File: src/design/kmps_pkg.sv
// Shared types and constants for the streaming KMP matcher.
package kmps_pkg;

  localparam int MAX_PATTERN_DEF   = 32;
  localparam int POSITION_BITS_DEF = 32;
  localparam int NUM_PAT_REGS      = 4;
  localparam int CFG_IDX_W         = 3;
  localparam int CFG_DATA_W        = 64;
  localparam int START_W           = 32;

  // Register indexes
  localparam logic [CFG_IDX_W-1:0] REG_PAT_0_7   = 3'd0;
  localparam logic [CFG_IDX_W-1:0] REG_PAT_8_15  = 3'd1;
  localparam logic [CFG_IDX_W-1:0] REG_PAT_16_23 = 3'd2;
  localparam logic [CFG_IDX_W-1:0] REG_PAT_24_31 = 3'd3;
  localparam logic [CFG_IDX_W-1:0] REG_LENGTH    = 3'd4;

  typedef struct packed {
    logic                  en;
    logic [CFG_IDX_W-1:0]  index;
    logic [CFG_DATA_W-1:0] data;
  } cfg_wr_t;

  typedef struct packed {
    logic       advance;
    logic       clear;
    logic [7:0] text_char;
  } cell_ctl_t;

  typedef struct packed {
    logic               found;
    logic [START_W-1:0] start;
  } result_t;

endpackage

File: src/design/kmps_cell.sv
// One matcher cell: a pattern byte and the "prefix of length IDX+1 matched" bit.
module kmps_cell #(
  parameter int IDX = 0
) (
  input  logic                clk,
  input  logic                rst,
  input  kmps_pkg::cfg_wr_t   cfg,
  input  kmps_pkg::cell_ctl_t ctl,
  input  logic                link_in,
  output logic                hit_next,
  output logic                state_q
);

  localparam int LANE = IDX % 8;
  localparam int REG  = IDX / 8;

  logic [7:0] pat_char;

  generate
    if (REG < kmps_pkg::NUM_PAT_REGS) begin : g_byte
      logic [7:0] pat_reg;
      always_ff @(posedge clk) begin
        if (rst) begin
          pat_reg <= 8'h00;
        end else if (cfg.en && cfg.index == kmps_pkg::CFG_IDX_W'(REG)) begin
          pat_reg <= cfg.data[8*LANE +: 8];
        end
      end
      assign pat_char = pat_reg;
    end else begin : g_zero
      // beyond the pattern registers the byte reads as zero
      assign pat_char = 8'h00;
    end
  endgenerate

  assign hit_next = link_in && (pat_char == ctl.text_char);

  always_ff @(posedge clk) begin
    if (rst || ctl.clear) begin
      state_q <= 1'b0;
    end else if (ctl.advance) begin
      state_q <= hit_next;
    end
  end

endmodule

File: src/design/kmps_skid.sv
// Two-entry output buffer: output register plus skid register.
module kmps_skid (
  input  logic              clk,
  input  logic              rst,
  input  logic              push,
  input  kmps_pkg::result_t push_data,
  output logic              full,
  output logic              out_valid,
  input  logic              out_stall,
  output kmps_pkg::result_t out_data
);

  logic              skid_valid;
  kmps_pkg::result_t skid_data;
  logic              take;

  assign take = out_valid && !out_stall;
  assign full = skid_valid;

  always_ff @(posedge clk) begin
    if (rst) begin
      out_valid  <= 1'b0;
      skid_valid <= 1'b0;
    end else if (take) begin
      if (skid_valid) begin
        skid_valid <= 1'b0;
      end else if (!push) begin
        out_valid <= 1'b0;
      end
    end else if (push) begin
      if (!out_valid) begin
        out_valid <= 1'b1;
      end else begin
        skid_valid <= 1'b1;
      end
    end
  end

  always_ff @(posedge clk) begin
    if (take) begin
      if (skid_valid) begin
        out_data <= skid_data;
      end else if (push) begin
        out_data <= push_data;
      end
    end else if (push) begin
      if (!out_valid) begin
        out_data <= push_data;
      end else begin
        skid_data <= push_data;
      end
    end
  end

endmodule

File: src/design/kmp_stream_matcher.sv
// Top level of the streaming KMP matcher: cell row, length, position, output buffer.
//
//  channel | direction | handshake            | payload
//  --------+-----------+----------------------+--------------------------------
//  in      | input     | in_valid / in_stall  | text_byte[7:0], new_text
//  out     | output    | out_valid/out_stall  | match_found, match_start[31:0]
//  cfg     | input     | cfg_write            | cfg_index[2:0], cfg_data[63:0]
//
// One text word is taken per cycle, the rate of the cell row, while in_stall is
// low; its result goes to the output register, or to the skid entry while held.
// Each cell compares pattern and text byte and passes its bit to its neighbor.
// rst (synchronous) clears the cells, position, pattern (all zero) and length (1).
// in_stall rises only when both the output register and the skid entry are full.
// A config write to a valid index clears the match bits; the position is kept.
//
// Cell i holds "the last i+1 text bytes equal pattern bytes 0..i". This set of
// bits is the full set of borders KMP walks through its failure table, so the
// match flag equals the KMP result and no table has to be built.
module kmp_stream_matcher #(
  parameter int MAX_PATTERN   = kmps_pkg::MAX_PATTERN_DEF,
  parameter int POSITION_BITS = kmps_pkg::POSITION_BITS_DEF
) (
  input  logic                                  clk,
  input  logic                                  rst,
  input  logic                                  cfg_write,
  input  logic [kmps_pkg::CFG_IDX_W-1:0]        cfg_index,
  input  logic [kmps_pkg::CFG_DATA_W-1:0]       cfg_data,
  input  logic                                  in_valid,
  output logic                                  in_stall,
  input  logic [7:0]                            text_byte,
  input  logic                                  new_text,
  output logic                                  out_valid,
  input  logic                                  out_stall,
  output logic                                  match_found,
  output logic [kmps_pkg::START_W-1:0]          match_start
);

  localparam int SEL_W = (MAX_PATTERN > 1) ? $clog2(MAX_PATTERN) : 1;

  kmps_pkg::cfg_wr_t   cfg;
  kmps_pkg::cell_ctl_t ctl;
  kmps_pkg::result_t   res;
  kmps_pkg::result_t   out_data;

  logic                     accept;
  logic                     cfg_clear;
  logic [MAX_PATTERN-1:0]   link;
  logic [MAX_PATTERN-1:0]   hit_vec;
  logic [MAX_PATTERN-1:0]   cell_state;
  logic [SEL_W-1:0]         last_cell;       // active length minus one
  logic [POSITION_BITS-1:0] text_position;
  logic [POSITION_BITS-1:0] pos_base;
  logic [POSITION_BITS-1:0] start_full;
  logic [6:0]               len_req;

  assign accept    = in_valid && !in_stall;
  assign cfg       = '{en: cfg_write, index: cfg_index, data: cfg_data};
  assign cfg_clear = cfg_write && (cfg_index <= kmps_pkg::REG_LENGTH);

  assign ctl = '{advance: accept, clear: cfg_clear, text_char: text_byte};

  // new_text drops every partial match before the byte is compared
  always_comb begin
    link[0] = 1'b1;
    for (int i = 1; i < MAX_PATTERN; i++) begin
      link[i] = cell_state[i-1] && !new_text;
    end
  end

  generate
    for (genvar g = 0; g < MAX_PATTERN; g++) begin : g_cell
      kmps_cell #(.IDX(g)) u_cell (
        .clk      (clk),
        .rst      (rst),
        .cfg      (cfg),
        .ctl      (ctl),
        .link_in  (link[g]),
        .hit_next (hit_vec[g]),
        .state_q  (cell_state[g])
      );
    end
  endgenerate

  // Length register, clamped to 1..MAX_PATTERN on write
  assign len_req = {1'b0, cfg_data[5:0]};

  always_ff @(posedge clk) begin
    if (rst) begin
      last_cell <= '0;
    end else if (cfg_write && cfg_index == kmps_pkg::REG_LENGTH) begin
      if (len_req == 7'd0) begin
        last_cell <= '0;
      end else if (len_req > 7'(MAX_PATTERN)) begin
        last_cell <= SEL_W'(MAX_PATTERN - 1);
      end else begin
        last_cell <= SEL_W'(len_req - 7'd1);
      end
    end
  end

  // Text position: index of the next byte, wraps
  assign pos_base = new_text ? '0 : text_position;

  always_ff @(posedge clk) begin
    if (rst) begin
      text_position <= '0;
    end else if (accept) begin
      text_position <= pos_base + POSITION_BITS'(1);
    end
  end

  // start = position - length + 1 = position - last_cell
  assign start_full = pos_base - POSITION_BITS'(last_cell);
  assign res.found  = hit_vec[last_cell];
  assign res.start  = res.found ? kmps_pkg::START_W'(start_full) : '0;

  kmps_skid u_skid (
    .clk       (clk),
    .rst       (rst),
    .push      (accept),
    .push_data (res),
    .full      (in_stall),
    .out_valid (out_valid),
    .out_stall (out_stall),
    .out_data  (out_data)
  );

  assign match_found = out_data.found;
  assign match_start = out_data.start;

  // The skid entry only fills behind a full output register.
  a_skid_behind_out: assert property (@(posedge clk) disable iff (rst)
    in_stall |-> out_valid)
    else $error("skid entry full while output register empty");

  // A word taken while the output is held fills the skid entry.
  a_skid_fill: assert property (@(posedge clk) disable iff (rst)
    (accept && out_valid && out_stall) |=> in_stall)
    else $error("word accepted under stall was not buffered");

  // Position steps by one for each word in the same text.
  a_pos_step: assert property (@(posedge clk) disable iff (rst)
    (accept && !new_text) |=> text_position == $past(text_position) + POSITION_BITS'(1))
    else $error("text position did not advance");

  // A pattern or length write drops all partial matches.
  a_cfg_clears: assert property (@(posedge clk) disable iff (rst)
    cfg_clear |=> cell_state == '0)
    else $error("match bits survived a config write");

endmodule
File: config.mk
export PLATFORM = sky130hd
export DESIGN_NAME = kmp_stream_matcher
export DESIGN_NICKNAME = d
export VERILOG_FILES = /design/src/design/kmps_pkg.sv /design/src/design/kmps_cell.sv /design/src/design/kmps_skid.sv /design/src/design/kmp_stream_matcher.sv
export SDC_FILE = /design/constraint.sdc
export NUM_CORES = 1
export LEC_CHECK = 0
export BUFFER_PORTS_ARGS = -buffer_cell sky130_fd_sc_hd__buf_2
export CAP_MARGIN = 20
export CORE_MARGIN = 8
export CORE_UTILIZATION = 61
export CTS_CLUSTER_SIZE = 20
export DETAILED_ROUTE_END_ITERATION = 6
export GPL_TIMING_DRIVEN = 0
export PLACE_DENSITY = 0.81
export REMOVE_ABC_BUFFERS = 1
export SYNTH_ARGS = -nofsm -noshare
export SYNTH_HDL_FRONTEND = slang
export SYNTH_SLANG_ARGS = --single-unit
File: constraint.sdc
create_clock -name clk -period 4.6 [get_ports clk]
set_clock_uncertainty 0.1 [all_clocks]
set_input_delay 0 -clock clk [delete_from_list [all_inputs] [get_ports clk]]
set_output_delay 0 -clock clk [all_outputs]
set_load 0.005 [all_outputs]
# --- Yosys cells after proc, flatten, opt, wreduce, memory -nomap -nowiden ---
# Index checks and enable logic that the tools add are counted.
word_totals:
  register_bits: 392
  latch_bits: 0
  ramBits: 0
  mem_bits_ro: 0
  out_inout_bits: 35
  wordCells: 215
  memories: 0
op_classes:
  add_sub_neg: 3
  mul: 0
  div_mod_pow: 0
  n_lt_le_gt_ge: 3
  eq_ne: 39
  n_shift: 0
  n_mux: 15
  n_bitwise: 1
  reduce_logical: 83
op_table:
  columns: ["operator", "n"]
  rows:
  - ["8-bit equality test", 32]
  - ["33-bit two-way mux", 5]
  - ["1-bit logical AND", 70]
  - ["32-bit two-way mux", 2]
  - ["32-bit by 1-bit adder with 32-bit output, second input constant", 1]
  - ["32-bit by 5-bit subtractor with 32-bit output", 1]
  - ["5-bit two-way mux", 2]
  - ["3-bit AND reduction", 3]
  - ["7-bit logical NOT", 1]
  - ["3-bit by 2-bit equality test with 1-bit output, second input constant", 2]
  - ["6-bit greater-than comparator, second input constant", 1]
  - ["5-bit by 6-bit < comparator with 1-bit output, second input constant", 1]
  - ["2-bit != test, second input constant", 3]
  - ["1-bit binary-select mux with 5-bit select", 1]
  - ["1-bit two-way mux", 5]
  - ["5-bit by 1-bit subtractor with 5-bit output, second input constant", 1]
  - ["2-bit nonzero test", 2]
  - ["3-bit by 1-bit equality test with 1-bit output, second input constant", 1]
  - ["3-bit equality test, second input constant", 1]
  - ["3-bit less-or-equal comparator, second input constant", 1]
  - ["1-bit logical NOT", 3]
  - ["3-bit logical NOT", 1]
  - ["2-bit AND reduction", 1]
  - ["2-bit OR reduction", 1]
  - ["other kinds (2)", 2]

# --- Logic depth before layout (Yosys ltp) ---
depth:
  depth_word: 9
  mapped_depth: 17
  ltp_nobuf: 13

# --- Hierarchy ---
# From an unflattened synthesis, not the netlist that was laid out.
hier_totals:
  hier_cells: 2280
  hier_area_um2: 20304.5
modules_own_cells:
  columns: ["mod", "instances", "cells_each", "area_each_um2", "seq_area_each_um2"]
  rows:
  - ["kmps_cell at g_cell[10].u_cell ...", 16, 45, 427.9, 180.2]
  - ["kmp_stream_matcher", 1, 582, 4015.1, 740.7]
  - ["kmps_cell at g_cell[0].u_cell ...", 8, 54, 430.4, 180.2]
  - ["kmps_cell at g_cell[24].u_cell ...", 8, 54, 424.2, 180.2]
  - ["kmps_skid", 1, 114, 2606.2, 2021.9]

# --- Least setup slack after synthesis ---
# Ideal clock, no wire load.
synth_timing:
  path_kind: "register to register"
  start: "register u_skid.skid_valid, in the netlist u_skid.full"
  end: "register u_skid.out_data[0] (netlist name)"
  t_arrival_ps: 2841
  setup_slack_ps: 1225
  stages_incl_launch_ff: 6
  path_buffers: 2
  cell_sequence: "dfxtp_1 > nor2b_1 > buf_1 > clkbuf_1 > a21oi_1 > a21oi_1"
synth_via:
  elab_chain_cells: 4
  word_cells_on_any_way: 5
  cone_classes: "5 x reduce/logical"
synth_lines:
  columns: ["item", "line", "rtl"]
  rows:
  - ["from (decl)", "kmps_skid.sv:13", "logic skid_valid;"]
  - ["from (signal assigned)", "kmps_skid.sv:23", "skid_valid <= 1'b0;"]
  - ["from (signal assigned)", "kmps_skid.sv:26", "skid_valid <= 1'b0;"]
  - ["from (signal assigned)", "kmps_skid.sv:34", "skid_valid <= 1'b1;"]
  - ["1-bit logical NOT", "kmp_stream_matcher.sv:56", "assign accept = in_valid && !in_stall;"]
  - ["1-bit logical AND", "kmp_stream_matcher.sv:56", null]
  - ["2-bit nonzero test (no source line)", null, null]
  - ["3-bit AND reduction (no source line) *", null, null]
# Mark *: on every way between the ends. The rest lies on a longest branch, timed or not.
# A chain may end at the register's enable or synchronous reset.

# --- Final worst setup path ---
layout_timing:
  start: "register last_cell[1]"
  end: "register u_skid.out_data[8] (netlist name)"
layout_via:
  elab_chain_cells: 6
  word_cells_on_any_way: 9
  cone_classes: "1 x add/sub; 8 x mux"
layout_lines:
  columns: ["item", "line", "rtl"]
  rows:
  - ["from (decl)", "kmp_stream_matcher.sv:50", "logic [SEL_W-1:0] last_cell;"]
  - ["from (signal assigned)", "kmp_stream_matcher.sv:94", "last_cell <= SEL_W'(MAX_PATTERN - 1);"]
  - ["from (signal assigned)", "kmp_stream_matcher.sv:96", "last_cell <= SEL_W'(len_req - 7'd1);"]
  - ["parallel branches: the longest is 2 deep, another holds 32-bit by 5-bit subtractor with 32-bit output", null, null]
  - ["32-bit two-way mux *", "kmp_stream_matcher.sv:115", "assign res.start = res.found ? kmps_pkg::START_W'(start_full) : '0;"]
  - ["33-bit two-way mux, on equally long branches", "kmps_skid.sv:47, kmps_skid.sv:43", null]
  - ["33-bit two-way mux, on equally long branches", "kmps_skid.sv:46, kmps_skid.sv:41", null]
  - ["33-bit two-way mux *", "kmps_skid.sv:40", "if (take) begin"]
# Every way passes the cells marked *. The select of a mux whose other input is x is not followed.

==> impl_summary.md <==
Synth
Of all cell types, the one taking the most synthesized area is dfxtp_1. The sequential cell area fraction in the yosys report is 44.01%. The cell area that synthesis handed to floorplanning was 19,330 um^2. The area share of the largest cell type after synthesis is 33.76%. Synthesis instantiated 81 different standard cells from the library. The commonest cells after synthesis are nand2_1, dfxtp_1, a21oi_1, xnor2_1, xor2_1. Counting flops and latches in the post-synthesis netlist gives 392. The count of yosys warnings during synthesis is 0. The most used flip-flop cell after synthesis is dfxtp_1. In the synthesized netlist the async set-or-reset flop fraction comes to 0%. The synthesized design contains 66 enable-type register cells. After synthesis, the cell types taking the most area are dfxtp_1, nand2_1, edfxtp_1. Averaged over all synthesized cells, the footprint is 8.137 um^2. In the post-synthesis netlist, the cell with the most instances is nand2_1. The post-synthesis instance total is 2,376.

Run
The total of max-cap violations is 0.

Min path
The capture endpoint of the worst hold path is g_cell[5].u_cell.state_q$_SDFFE_PP0P_. The worst hold path startpoint is text_byte[3]. The worst hold-check path type is input pin to register.

The worst hold path was traced through 5 stages.

Worst setup path
The end of the worst register-to-register path is u_skid.out_data[8]$_DFFE_PP_. The kind of launch point of the worst setup path is a register. The register-to-register setup slack is 0.31 ns. In this run the critical register-to-register path is launched from last_cell[1]$_SDFFE_PP0P_. At the worst endpoint, the required time is 4.75 ns. The worst reg-to-reg path cell count is 12. The data arrival time at the worst-slack endpoint is 4.44 ns. STA classifies the critical path endpoint as a register. The classification of the worst setup path is register to register. The largest fanout on the critical path is 19.

GRT
In the global route stage, overall resource usage came out at 26.92%. The total overflow left after global routing is 0. The number of antenna violations at the first check in global routing is 0. The via count of the first global-routing pass is 16,650.

The first global-routing pass estimated 84,690 um of wire. The pin count of the biggest net entering global routing is 155.

Floorplan
The initial standard-cell utilization of the core is 61.59%. After floorplanning, the core was divided into 65 placement rows. The floorplan step set the die height to 194.0 um. The area enclosed by the die boundary is 37,650 um^2. The I/O pin count is 116.

The floorplan step defined a core boundary enclosing 31,390 um^2. The width of the chip is 194.0 um.

STA
The final hold violation count is 0. The worst-case headroom to the max-slew limit is 19.55%. Timing would allow up to 233.2 MHz. Across all hold checks on the routed design, the worst slack comes to 0.1492 ns.

The routed design could run at a clock period as short as 4.287 ns. Setup repair after global routing left no endpoint under its margin. The final number of setup-violating endpoints is 0. The final worst slack is 0.3125 ns. The share of the clock period used by the worst path is 93.21%.

At the pin with the least slew margin, the transition time is 1.207 ns. The final max-slew violation count is 0.

Layout
0 antenna diodes ended up in the layout. The finished cells cover 22,140 um^2. The signed area change from the synthesized netlist to the final layout is 14.49%.

The share of final-layout standard cells stronger than drive strength 1 is 9.610%. The register with the most flip-flops in the layout has 256 of them. The final layout contains 2,543 nets.

Power
Total power for the finished layout comes to 7.634 mW. The worst IR drop on VDD is 307.6 uV. The cell leakage power is 7.862 nW. For this design the ratio of total power to cell area is 344.9 nW/um^2.

Route
The total wire length is 52,750 um. The routed layout has 17,140 vias. In the routed design, unresolved DRC markers number 0. Dividing the detail-routed via count by the number of cells gives 5.932. The first detailed-routing pass ran for 6 iterations. The final routed wire length divided by cell count is 18.26 um. The detail route stage leaves a number of antenna-violating nets equal to 0. The DRC marker count from the first detailed-route iteration is 1,390.

Clocking
The total clock buffers created by CTS is 41. The clock latency of the later-clocked register in the worst-skew pair is 0.53 ns. After clock tree synthesis, the clock-pin slew on the worst setup and hold paths is 0.06 ns. The H-tree was split into 2 levels.

In this run the clock root is driven by a clkbuf_16. TritonCTS built the clock tree. The tree built by TritonCTS fans out to 392 sinks. The clock passes through at most 3 buffers.

Placement
The placed instances occupy a cell area of 19,930 um^2. At the placement stage, the worst setup path has a slack of -0.1504 ns. The detailed-placement wirelength estimate is 32,650 um. Input and output buffers added on the ports amount to 115.

The routability congestion estimate is 0.9157.

Status
The run finished with clean final reports.
## metal layers
layer | share of wire [%] | track usage [%] | wire length (um)
met2 | 48 | 45.53 | 25110
met4 | 3.7 | 10.86 | 1960
met1 | 41 | 33.17 | 21390
met5 | 0 | 0 | 0
met3 | 8.1 | 5.588 | 4290
## worst max path at each step
stage | start | endpoint | slack (ns) | depth (start not counted)
global route | last_cell[1]$_SDFFE_PP0P_ | u_skid.out_data[8]$_DFFE_PP_ | 0.08 | 12
CTS | new_text | u_skid.out_data[8]$_DFFE_PP_ | 0.41 | 14
detailed placement | new_text | u_skid.out_data[8]$_DFFE_PP_ | -0.15 | 14
global placement | new_text | u_skid.out_data[21]$_DFFE_PP_ | -1.89 | 9
finish | last_cell[1]$_SDFFE_PP0P_ | u_skid.out_data[8]$_DFFE_PP_ | 0.31 | 12
floorplan | last_cell[1]$_SDFFE_PP0P_ | u_skid.out_data[1]$_DFFE_PP_ | 0.44 | 7
## critical path: stages, from the launching register on
cell and delay [ns]:
dfxtp_1 0.82, clkinv_1 0.57, a21oi_1 0.25, a21oi_1 0.07
ha_1 0.25, nand2b_1 0.16, o21ai_0 0.31, a21oi_1 0.11
nor2_1 0.51, maj3_2 0.36, a211oi_1 0.07, a211oi_1 0.35
o31ai_2 0.08
## stage by stage
step,util [%],setup TNS [ns],std cells
6_report,70.51,0,2889
3_5_place_dp,63.48,-0.3728,2730
2_1_floorplan,-,0,2195
3_3_place_gp,62.22,-139.48,2712
4_1_cts,70.22,0,2884
5_1_grt,70.51,0,2889
## cell usage in the layout, fill, tap and decap left out, types with 26 or more instances in the layout
| master | instances |
|---|---|
| nand3_1 | 39 |
| o31ai_1 | 26 |
| nand4_1 | 46 |
| edfxtp_1 | 66 |
| nand2_1 | 633 |
| xor2_1 | 140 |
| nor2_1 | 111 |
| dfxtp_1 | 326 |
| a21oi_1 | 319 |
| o21ai_0 | 30 |
| xnor2_1 | 149 |
| dlygate4sd3_1 | 82 |
| clkbuf_16 | 41 |
| buf_2 | 115 |
| nor4_1 | 29 |
| nor3_1 | 50 |
## layout make-up
cell class	instances	area, um^2
clock inverters	10	107.6
inverters	23	86.33
repair buffers	219	1822
fillers	2323	9258
flip-flops and latches	392	8508
multi-input cells	1780	9910
clock buffers	63	1199
well taps	402	503.0
## cells by family (layout without fill, tap and decap cells)
kind of cell / count (synthesis) / count (layout) / share of synthesized area [%]
and+or+nand+nor: 1018 / 1018 / 23.53
DFF: 392 / 392 / 44.01
muxes: 8 / 8 / 0.4271
xor gates and xnor gates: 289 / 289 / 13.09
buffers and inverters: 204 / 315 / 5.003
AOI/OAI and AO/OA: 457 / 457 / 13.45
adders and majority gates: 8 / 8 / 0.4854
## where the power goes
part / total, mW / switching, mW / leakage (nW) / internal, mW
Clock: 3.24 / 1.33 / 0.645 / 1.91
Combinational: 0.788 / 0.491 / 3.92 / 0.297
Sequential: 3.61 / 0.0483 / 3.30 / 3.56
Total: 7.63 / 1.87 / 7.86 / 5.76
## repair_timing
| action | 4_1_cts | 5_1_grt |
|---|---|---|
| buffers inserted | 0 | 0 |
| resized for setup | 0 | 0 |
| hold buffers | 81 | 1 |
| endpoints found under the hold margin | 301 | 4 |
Note: power is estimated with default switching activity, not from simulation.
